<file path="src/afd_pkg.sv">
// ----------------------------------------------------------------------------
// afd_pkg
// Shared constants, codes and types for the frame deframer.
// ----------------------------------------------------------------------------
`default_nettype none

package afd_pkg;

  localparam int BUF_BYTES = 64;
  localparam int IDX_W     = $clog2(BUF_BYTES);
  localparam int LEN_W     = 16;

  localparam logic [7:0] DELIM     = 8'h7E;
  localparam logic [7:0] CSUM_BASE = 8'hFF;

  localparam logic [1:0] ST_GOOD    = 2'd0;
  localparam logic [1:0] ST_BADSUM  = 2'd1;
  localparam logic [1:0] ST_TOOLONG = 2'd2;

  typedef enum logic [2:0] {
    S_HUNT,
    S_COLLECT,
    S_ERR,
    S_FETCH,
    S_SEND
  } state_t;

  typedef struct packed {
    logic       start;
    logic       store;
    logic       set_err;
    logic [1:0] err_code;
    logic       emit_init;
    logic       fetch;
    logic       advance;
    logic       show_err;
    logic       show_byte;
  } cmd_t;

  typedef struct packed {
    logic is_delim;
    logic overflow;
    logic len_phase;
    logic too_long;
    logic final_byte;
    logic sum_ok;
    logic rd_last;
  } stat_t;

endpackage

`default_nettype wire

</file>
<file path="src/afd_ctrl.sv">
// ----------------------------------------------------------------------------
// afd_ctrl
// Controller: hunt, collect, error beat and frame replay sequencing.
// ----------------------------------------------------------------------------
`default_nettype none

module afd_ctrl
  import afd_pkg::*;
(
  input  wire logic  clk,
  input  wire logic  rst,
  input  wire logic  in_valid,
  output logic       in_stall,
  output logic       out_valid,
  input  wire logic  out_stall,
  input  wire stat_t stat,
  output cmd_t       cmd
);

  state_t state;
  state_t state_next;

  always_ff @(posedge clk) begin
    if (rst) begin
      state <= S_HUNT;
    end else begin
      state <= state_next;
    end
  end

  always_comb begin
    state_next = state;
    cmd        = '0;
    in_stall   = 1'b1;
    out_valid  = 1'b0;
    case (state)
      S_HUNT: begin
        in_stall = 1'b0;
        if (in_valid && stat.is_delim) begin
          cmd.start  = 1'b1;
          state_next = S_COLLECT;
        end
      end
      S_COLLECT: begin
        in_stall = 1'b0;
        if (in_valid) begin
          if (stat.overflow) begin
            cmd.set_err  = 1'b1;
            cmd.err_code = ST_TOOLONG;
            state_next   = S_ERR;
          end else begin
            cmd.store = 1'b1;
            if (stat.len_phase && stat.too_long) begin
              cmd.set_err  = 1'b1;
              cmd.err_code = ST_TOOLONG;
              state_next   = S_ERR;
            end else if (stat.final_byte) begin
              if (stat.sum_ok) begin
                cmd.emit_init = 1'b1;
                state_next    = S_FETCH;
              end else begin
                cmd.set_err  = 1'b1;
                cmd.err_code = ST_BADSUM;
                state_next   = S_ERR;
              end
            end
          end
        end
      end
      S_ERR: begin
        out_valid    = 1'b1;
        cmd.show_err = 1'b1;
        if (!out_stall) begin
          state_next = S_HUNT;
        end
      end
      S_FETCH: begin
        cmd.fetch  = 1'b1;
        state_next = S_SEND;
      end
      S_SEND: begin
        out_valid     = 1'b1;
        cmd.show_byte = 1'b1;
        if (!out_stall) begin
          if (stat.rd_last) begin
            state_next = S_HUNT;
          end else begin
            cmd.advance = 1'b1;
            state_next  = S_FETCH;
          end
        end
      end
      default: begin
        state_next = S_HUNT;
      end
    endcase
  end

endmodule

`default_nettype wire

</file>
<file path="src/afd_dpath.sv">
// ----------------------------------------------------------------------------
// afd_dpath
// Datapath: frame buffer, index and length registers, running checksum,
// replay pointer and result fields.
// ----------------------------------------------------------------------------
`default_nettype none

module afd_dpath
  import afd_pkg::*;
(
  input  wire logic        clk,
  input  wire logic        rst,
  input  wire logic [7:0]  rx_byte,
  input  wire cmd_t        cmd,
  output stat_t            stat,
  output logic [7:0]       frame_byte,
  output logic [1:0]       status,
  output logic             last
);

  logic [7:0]       frame_store [BUF_BYTES];
  logic [IDX_W-1:0] byte_index;
  logic [LEN_W-1:0] frame_length;
  logic [7:0]       len_hi;
  logic [7:0]       sum;
  logic [1:0]       err_code;
  logic [IDX_W-1:0] rd_ptr;
  logic [7:0]       mem_q;

  logic [IDX_W:0]   idx;
  logic [LEN_W:0]   len_now;
  logic [LEN_W:0]   end_idx;
  logic             wr_en;
  logic [IDX_W-1:0] wr_addr;
  logic [7:0]       wr_data;

  assign idx     = {1'b0, byte_index} + (IDX_W+1)'(1);
  assign len_now = {1'b0, len_hi, rx_byte};
  assign end_idx = {1'b0, frame_length} + (LEN_W+1)'(3);

  always_comb begin
    stat.is_delim   = (rx_byte == DELIM);
    stat.overflow   = (idx >= (IDX_W+1)'(BUF_BYTES));
    stat.len_phase  = (idx == (IDX_W+1)'(2));
    stat.too_long   = (len_now + (LEN_W+1)'(4)) > (LEN_W+1)'(BUF_BYTES);
    stat.final_byte = (idx >= (IDX_W+1)'(3)) && ((LEN_W+1)'(idx) == end_idx);
    stat.sum_ok     = (rx_byte == (CSUM_BASE - sum));
    stat.rd_last    = (rd_ptr == byte_index);
  end

  assign wr_en   = cmd.start || cmd.store;
  assign wr_addr = cmd.start ? '0 : idx[IDX_W-1:0];
  assign wr_data = cmd.start ? DELIM : rx_byte;

  always_ff @(posedge clk) begin
    if (wr_en) begin
      frame_store[wr_addr] <= wr_data;
    end
  end

  always_ff @(posedge clk) begin
    if (cmd.fetch) begin
      mem_q <= frame_store[rd_ptr];
    end
  end

  always_ff @(posedge clk) begin
    if (rst) begin
      byte_index   <= '0;
      frame_length <= '0;
    end else if (cmd.start) begin
      byte_index <= '0;
    end else if (cmd.store) begin
      byte_index <= idx[IDX_W-1:0];
      if (stat.len_phase) begin
        frame_length <= len_now[LEN_W-1:0];
      end
    end
  end

  always_ff @(posedge clk) begin
    if (cmd.store) begin
      if (idx == (IDX_W+1)'(1)) begin
        len_hi <= rx_byte;
      end
      if (stat.len_phase) begin
        sum <= '0;
      end else if (idx >= (IDX_W+1)'(3)) begin
        sum <= sum + rx_byte;
      end
    end
    if (cmd.set_err) begin
      err_code <= cmd.err_code;
    end
    if (cmd.emit_init) begin
      rd_ptr <= '0;
    end else if (cmd.advance) begin
      rd_ptr <= rd_ptr + IDX_W'(1);
    end
  end

  always_comb begin
    frame_byte = 8'd0;
    status     = err_code;
    last       = 1'b1;
    if (cmd.show_byte) begin
      frame_byte = mem_q;
      status     = ST_GOOD;
      last       = stat.rd_last;
    end else if (!cmd.show_err) begin
      status = ST_GOOD;
      last   = 1'b0;
    end
  end

endmodule

`default_nettype wire

</file>
<file path="src/api_frame_deframer.sv">
// ----------------------------------------------------------------------------
// api_frame_deframer
// Receive-side parser for 0x7E-delimited, length-prefixed, checksummed frames.
//
// Input channel (in_valid/in_stall, rx_byte): one received byte per beat.
// Bytes are dropped until a 0x7E delimiter; then a big-endian 16-bit length
// L, L data bytes and a checksum byte are buffered (one beat per cycle).
// Output channel (out_valid/out_stall, frame_byte/status/last): a good frame
// is replayed whole, L+4 beats, delimiter through checksum, last on the final
// beat. A bad checksum or a frame with L+4 > BUF_BYTES gives one beat with
// status 1 or 2, frame_byte 0 and last set, then hunting resumes.
// Replay reads each beat from the buffer into a register (fetch state), then
// presents it (send state); the next read starts only once that beat is
// accepted. An error beat shows in the cycle after the byte that raised it.
// in_stall is high for the whole replay or error beat; input is taken only
// while hunting or collecting. A receiver stall holds the beat unchanged.
// Reset returns to hunting; buffer contents are not cleared.
// ----------------------------------------------------------------------------
`default_nettype none

module api_frame_deframer
  import afd_pkg::*;
(
  input  wire logic       clk,
  input  wire logic       rst,
  input  wire logic       in_valid,
  output logic            in_stall,
  input  wire logic [7:0] rx_byte,
  output logic            out_valid,
  input  wire logic       out_stall,
  output logic [7:0]      frame_byte,
  output logic [1:0]      status,
  output logic            last
);

  cmd_t  cmd;
  stat_t stat;

  afd_ctrl u_ctrl (
    .clk       (clk),
    .rst       (rst),
    .in_valid  (in_valid),
    .in_stall  (in_stall),
    .out_valid (out_valid),
    .out_stall (out_stall),
    .stat      (stat),
    .cmd       (cmd)
  );

  afd_dpath u_dpath (
    .clk        (clk),
    .rst        (rst),
    .rx_byte    (rx_byte),
    .cmd        (cmd),
    .stat       (stat),
    .frame_byte (frame_byte),
    .status     (status),
    .last       (last)
  );

  a_no_overlap: assert property (@(posedge clk) disable iff (rst)
    out_valid |-> in_stall)
    else $error("input taken while a result beat is pending");

  a_err_last: assert property (@(posedge clk) disable iff (rst)
    (out_valid && status != ST_GOOD) |-> (last && frame_byte == 8'd0))
    else $error("error beat without last or with nonzero byte");

  a_end_idle: assert property (@(posedge clk) disable iff (rst)
    (out_valid && !out_stall && last) |=> (!out_valid && !in_stall))
    else $error("no return to hunting after final beat");

  a_hold_beat: assert property (@(posedge clk) disable iff (rst)
    (out_valid && out_stall) |=> (out_valid && $stable(frame_byte) && $stable(last)))
    else $error("stalled beat changed");

endmodule

`default_nettype wire

</file>
<file path="config.mk">
export PLATFORM = sky130hd
export DESIGN_NAME = api_frame_deframer
export DESIGN_NICKNAME = d
export VERILOG_FILES = /design/src/afd_pkg.sv /design/src/afd_ctrl.sv /design/src/afd_dpath.sv /design/src/api_frame_deframer.sv
export SDC_FILE = /design/constraint.sdc
export NUM_CORES = 1
export LEC_CHECK = 0
export BUFFER_PORTS_ARGS = -buffer_cell sky130_fd_sc_hd__buf_2
export CORE_MARGIN = 5
export CORE_UTILIZATION = 25
export DETAILED_ROUTE_END_ITERATION = 10
export SLEW_MARGIN = 10
export SYNTH_ARGS = -nofsm -noshare
export SYNTH_HDL_FRONTEND = slang
export SYNTH_SLANG_ARGS = --single-unit
</file>
<file path="constraint.sdc">
create_clock -name clk -period 4.1 [get_ports clk]
set_input_delay 0.41 -clock clk [delete_from_list [all_inputs] [get_ports clk]]
set_output_delay 0.41 -clock clk [all_outputs]
set_load 0.1 [all_outputs]
</file>
### After elaboration in Yosys (flattened, before gate mapping)

Memories as Yosys holds them, arrays and structs flattened. A register that Yosys moved wholly into a read port is not among the register bits.
Index checks and enable logic that the tools add are counted.
Widths: inputs -> output; s select.

| storage, ports and cells | value |
|---|---|
| register bits | 49 |
| memory bits (writable) | 512 |
| input bits | 12 |
| memories | 1 |

Memory list:

| name | words | width | read ports | clocked after memory_dff | write ports | line | source |
|---|---|---|---|---|---|---|---|
| u_dpath.frame_store | 64 | 8 | 1 | 1 | 1 | afd_dpath.sv:21 | `logic [7:0] frame_store [BUF_BYTES];` |

| operators by class | value |
|---|---|
| $add $sub $neg | 6 |
| order comparisons | 3 |
| equal/unequal tests | 15 |
| muxes and demuxes | 40 |
| bitwise operators | 4 |
| reduce and logical (&&, ||, !) cells | 15 |

Operators with widths:

| cell | number |
|---|---|
| $mux 3 | 10 |
| $mux 8 | 3 |
| $mux 1 | 19 |
| $add 16x2->17 const B | 1 |
| $add 16x3->17 const B | 1 |
| $eq 7x17->1 | 1 |
| $gt 17x7->1 const B | 1 |
| $pmux 3 s5 | 1 |
| $mux 5 | 2 |
| $add 8x8->8 | 1 |
| $eq 8x7->1 const B | 1 |
| $eq 8x8->1 | 1 |
| $sub 8x8->8 const A | 1 |
| $add 6x1->7 const B | 1 |
| $eq 7x1->1 const B | 1 |
| $eq 7x2->1 const B | 1 |
| $ge 7x2->1 const B | 1 |
| $ge 7x7->1 const B | 1 |
| $add 6x1->6 const B | 1 |
| $eq 3x2->1 const B | 2 |
| $eq 6x6->1 | 1 |
| $mux 2 | 3 |
| $mux 6 | 1 |
| $ne 2x2->1 const B | 3 |
| other kinds (15) | 24 |

### Longest topological paths before layout

| logic depth | value |
|---|---|
| word-level depth | 11 |
| mapped depth | 11 |
| depth with buffers taken out | 10 |

### By module

Synthesis repeated with hierarchy kept, for this count alone.

| unflattened totals | value |
|---|---|
| cells, all modules | 1187 |
| area, all modules | 23062.1 um^2 |

Modules (own cells, without submodules):

| module | times used | cells each | area each (um^2) | sequential area each (um^2) |
|---|---|---|---|---|
| afd_dpath | 1 | 1140 | 22725.5 | 16716.0 |
| afd_ctrl | 1 | 47 | 336.6 | 60.1 |

### Worst setup path before layout

Ideal clock, no wire load.

| timing | value |
|---|---|
| path kind | register to output |
| start | reg u_dpath.rd_ptr[1] |
| end | out last |
| arrival | 2656 ps |
| required time | 3690 ps |
| slack | 1034 ps |
| stages on the path, launching flop included | 8 |
| cells stage by stage | dfxtp_1 clkbuf_1 clkbuf_1 xnor2_1 nand4_1 nor3_1 a21oi_1 nor2_1 |

| on the way | value |
|---|---|
| word-level cells in the longest chain between the ends | 2 |

RTL lines:

| item | line | source |
|---|---|---|
| start, declared | afd_dpath.sv:27 | `logic [IDX_W-1:0] rd_ptr;` |
| start signal, assigned | afd_dpath.sv:98 | `rd_ptr <= rd_ptr + IDX_W'(1);` |
| $eq 6x6->1 | afd_dpath.sv:48 | `stat.rd_last = (rd_ptr == byte_index);` |
| $mux 1 | afd_dpath.sv:106 | `if (cmd.show_byte) begin` |
| end, declared | api_frame_deframer.sv:33 | `output logic last` |

No other way between the ends.

### Worst setup path after layout

| timing | value |
|---|---|
| start | reg u_dpath.rd_ptr[0] |
| end | out last |

The elaborated chain is that of the path after synthesis.

==> results by group <==
Detailed routing
  – ANT nets after route: 0
  – DR DRC count: 0
  – DR iter-0 viols: about 1100
  – Final WL: ~54000 um
  – Vias: 11700
  – WL per Instance: roughly 21 um
  – Drt via density: 4.54
  – DRT Pass-1 Iters: 4

STA
  – Fin crit share: about nine tenths
  – # setup viols final: 0
  – PnR worst setup slack: ~450 ps
  – Unrepaired setup endpoints after global routing: no
  – Min cycle time layout: roughly 3600 ps
  – Worst-Margin Slew: around 1000 ps
  – Setup TNS: 0 ps
  – Fmax: ~270 MHz
  – Slew HR: around a third
  – Fin. Hold Viols: 0
  – Max-slew violations: 0
  – Clock skew after layout: 18.6 ps

Logic synthesis
  – Fraction of registers with async set/reset: 0%
  – Cell count after synthesis: ~1200
  – Syn Nets: roughly 1200
  – Register area share after synthesis: between 70% and 80%
  – Top FF cell, synth: edfxtp_1
  – Number of flops mapped to enable cells by yosys: ~540
  – Synthesized area: around 23000 sq um
  – YS warnings: 0
  – #FFs+latches synth: approximately 570
  – Yosys cell types: 63
  – Syn Area/Cell: around 19 sq um

Power
  – Leakage power: 8.00 nW
  – Design Power: roughly 12 mW
  – Pwr Density: 429 nW/um^2
  – Peak VDD IR: roughly 300 uV

Cells and area
  – Final nets: ~1300
  – Layout cells sized above 1: ~26%
  – Post-route cell area: 26900 sq um
  – Syn-to-layout area delta: 15.9%
  – Post-Layout Cell Count: 2573
  – Fill cell count: 9027

Flow run
  – Max capacitance violation total: 0

Global route
  – Largest net degree at the start of global routing: a little over 70
  – First-pass GRT wire length: between 80000 and 90000 um
  – Overall Global Routing Usage: 10.8%
  – GR Overflow Total: 0
  – Antenna violations before repair: 3
  – Vias in the first global route: around 12000

Hold path
  – Worst Hold Class: primary input to flip-flop

Place
  – Placed cell count: ~2500
  – DP HPWL: approximately 34000 um
  – Post-DP Area: roughly 25000 sq um
  – Input/output buffers: 24
  – RePlAce Congestion: approximately 0.80
  – Place WS: slightly below 600 ps

Floorplanning
  – Die ar.: 99100 sq um
  – # IOs: 25
  – Die X: about 310 um
  – Core area: roughly 92000 sq um
  – Rows: ~110
  – Die height: between 300 and 400 um
  – Initial Util: roughly 25%

Critical path
  – R2r startpoint: u_dpath.byte_index[0]
  – Setup Crit Path Kind: flip-flop to primary output
  – CP endpoint kind: primary output
  – CP max FO: 23
  – R2r worst-path depth: 6
  – CP Data Arrival Time: 3240 ps
  – RR Endpoint: u_dpath.frame_store[60][7]
  – CP required: approximately 3700 ps
  – Crit. Startpoint: u_dpath.rd_ptr[0]
  – Setup slack, reg-to-reg: roughly 500 ps
  – Type of origin of the critical path: flip-flop
  – Capture point of the worst path: last

Clock tree
  – CTS sink cnt: around 570
  – Hold Buf Count CTS: 0
  – Post-CTS setup buffers: 0
  – Register clock-pin slew on the reported worst setup and hold paths: ~60 ps
  – Clock buffer depth: 3
  – Post-CTS sizing: 0
  – H-tree Lvls: 2
  – CTS tree: yes
  – CTS root buf: clkbuf_16
  – TritonCTS buffer count: 57
  – Skew-Pair Late Insertion Delay: approximately 600 ps

Run status
  – Outcome: finished clean
-- critical path: stages (launching register included) --
cell and delay (ps):
dfxtp_4 710, buf_4 370, xor2_1 100, nor3_1 550, a21oi_1 150, nor2_1 260, buf_2 490
-- cells in the mapped netlist, drive strengths merged, types with 4 or more instances --
cell | instances | area [sq um]
nand2 | 56 | 210
and2 | 13 | 81.3
a21o | 4 | 30.0
and3 | 6 | 37.5
nor3 | 18 | 90.1
nand2b | 5 | 31.3
xnor2 | 20 | 175
clkbuf | 44 | 166
dfxtp | 31 | 621
a31oi | 5 | 31.3
o21ai | 8 | 40.0
nor2b | 10 | 62.6
edfxtp | 538 | 16200
nor2 | 103 | 387
a21oi | 29 | 145
buf | 27 | 184
ha | 13 | 163
nor4 | 8 | 50.1
nand4 | 8 | 50.1
mux4 | 168 | 3780
inv | 13 | 48.8
nand3 | 20 | 100
xor2 | 14 | 123
-- metrics by stage --
stage / hold slack (ps) / util (%)
6_report: 138 / 29.3
5_1_grt: 132 / 29.3
4_1_cts: 94.7 / 29.3
3_5_place_dp: 489 / 27.3
3_3_place_gp: 490 / 27.3
2_1_floorplan: 462 / -
-- per-layer routing --
metal | wire length, um | track usage, % | up-vias
li1 | - | - | 5063
met1 | 22800 | 14.4 | 6155
met2 | 26400 | 18.0 | 383
met3 | 3630 | 2.56 | 80
met4 | 1080 | 2.54 | 2
met5 | 16 | 0 | -
-- cell type report --
cell class	instances	area [sq um]	share of cell area (%)
Sequential cell	569	16800	62.3
Clock inverter	29	299	1.11
Multi-Input combinational cell	559	6050	22.5
Timing Repair Buffer	90	691	2.57
Tap cell	1243	1560	5.78
Inverter	13	48.8	0.181
Clock buffer	68	1490	5.53
Antenna cell	2	5.00	0.0186
-- sequential cells by signal, summed over array words and instances (netlist names) --
| name | count |
|---|---|
| u_dpath.sum | 8 |
| u_ctrl.state | 3 |
| u_dpath.mem_q | 8 |
| u_dpath.rd_ptr | 6 |
| u_dpath.byte_index | 6 |
| u_dpath.len_hi | 8 |
| u_dpath.frame_length | 16 |
| u_dpath.frame_store | 512 |
| u_dpath.err_code | 2 |
-- worst min path at each step --
| stage | depth (start not counted) | slack [ps] | startpoint | to |
|---|---|---|---|---|
| 3_5_place_dp | 2 | 490 | u_dpath.frame_length[15] | u_dpath.frame_length[15] |
| 4_1_cts | 3 | 90 | out_stall | u_ctrl.state[2] |
| 5_1_grt | 3 | 130 | out_stall | u_ctrl.state[2] |
| 2_1_floorplan | 2 | 460 | u_dpath.frame_length[14] | u_dpath.frame_length[14] |
| 3_3_place_gp | 2 | 490 | u_dpath.frame_length[15] | u_dpath.frame_length[15] |
| 6_report | 3 | 140 | out_stall | u_ctrl.state[2] |
-- power breakdown --
part / internal (mW) / leakage (nW) / switching [mW]
sequential: 6.35 / 5.09 / 0.000618
clock: 2.94 / 0.875 / 2.11
combinational: 0.0228 / 2.04 / 0.123
-- layout by cell type, fill, tap and decap left out, types with 4 or more instances in the layout --
cell type | synthesis | final
nand4_1 | 8 | 8
xor2_1 | 14 | 14
clkinv_2 | 0 | 9
edfxtp_1 | 538 | 538
nand2_1 | 56 | 56
nor2b_1 | 10 | 10
buf_2 | 12 | 24
nor3_1 | 18 | 18
mux4_2 | 168 | 168
nor2_1 | 103 | 103
clkbuf_16 | 0 | 58
clkinv_1 | 0 | 11
buf_12 | 0 | 6
dfxtp_1 | 31 | 28
a21o_1 | 4 | 4
bufinv_16 | 0 | 6
and3_1 | 6 | 6
nor4_1 | 8 | 8
buf_4 | 0 | 60
nand3_1 | 20 | 20
ha_1 | 13 | 13
a31oi_1 | 5 | 5
clkbuf_1 | 43 | 10
and2_1 | 13 | 13
xnor2_1 | 20 | 20
o21ai_0 | 5 | 5
inv_1 | 12 | 12
nand2b_1 | 5 | 5
a21oi_1 | 29 | 29
-- kinds of logic (layout without fill, tap and decap cells) --
group	Yosys count	count (layout)	share of synthesized area, %
flip-flops	569	569	72.2
AND/OR/NAND/NOR	269	269	5.53
multiplexers	170	170	16.4
buffers and inverters	84	200	1.72
AO/OA/AOI/OAI	71	71	1.99
XOR/XNOR	35	35	1.38
adder cells (fa/ha/maj)	14	14	0.786
other	0	2	0
Power figures use the tool's default switching activity.
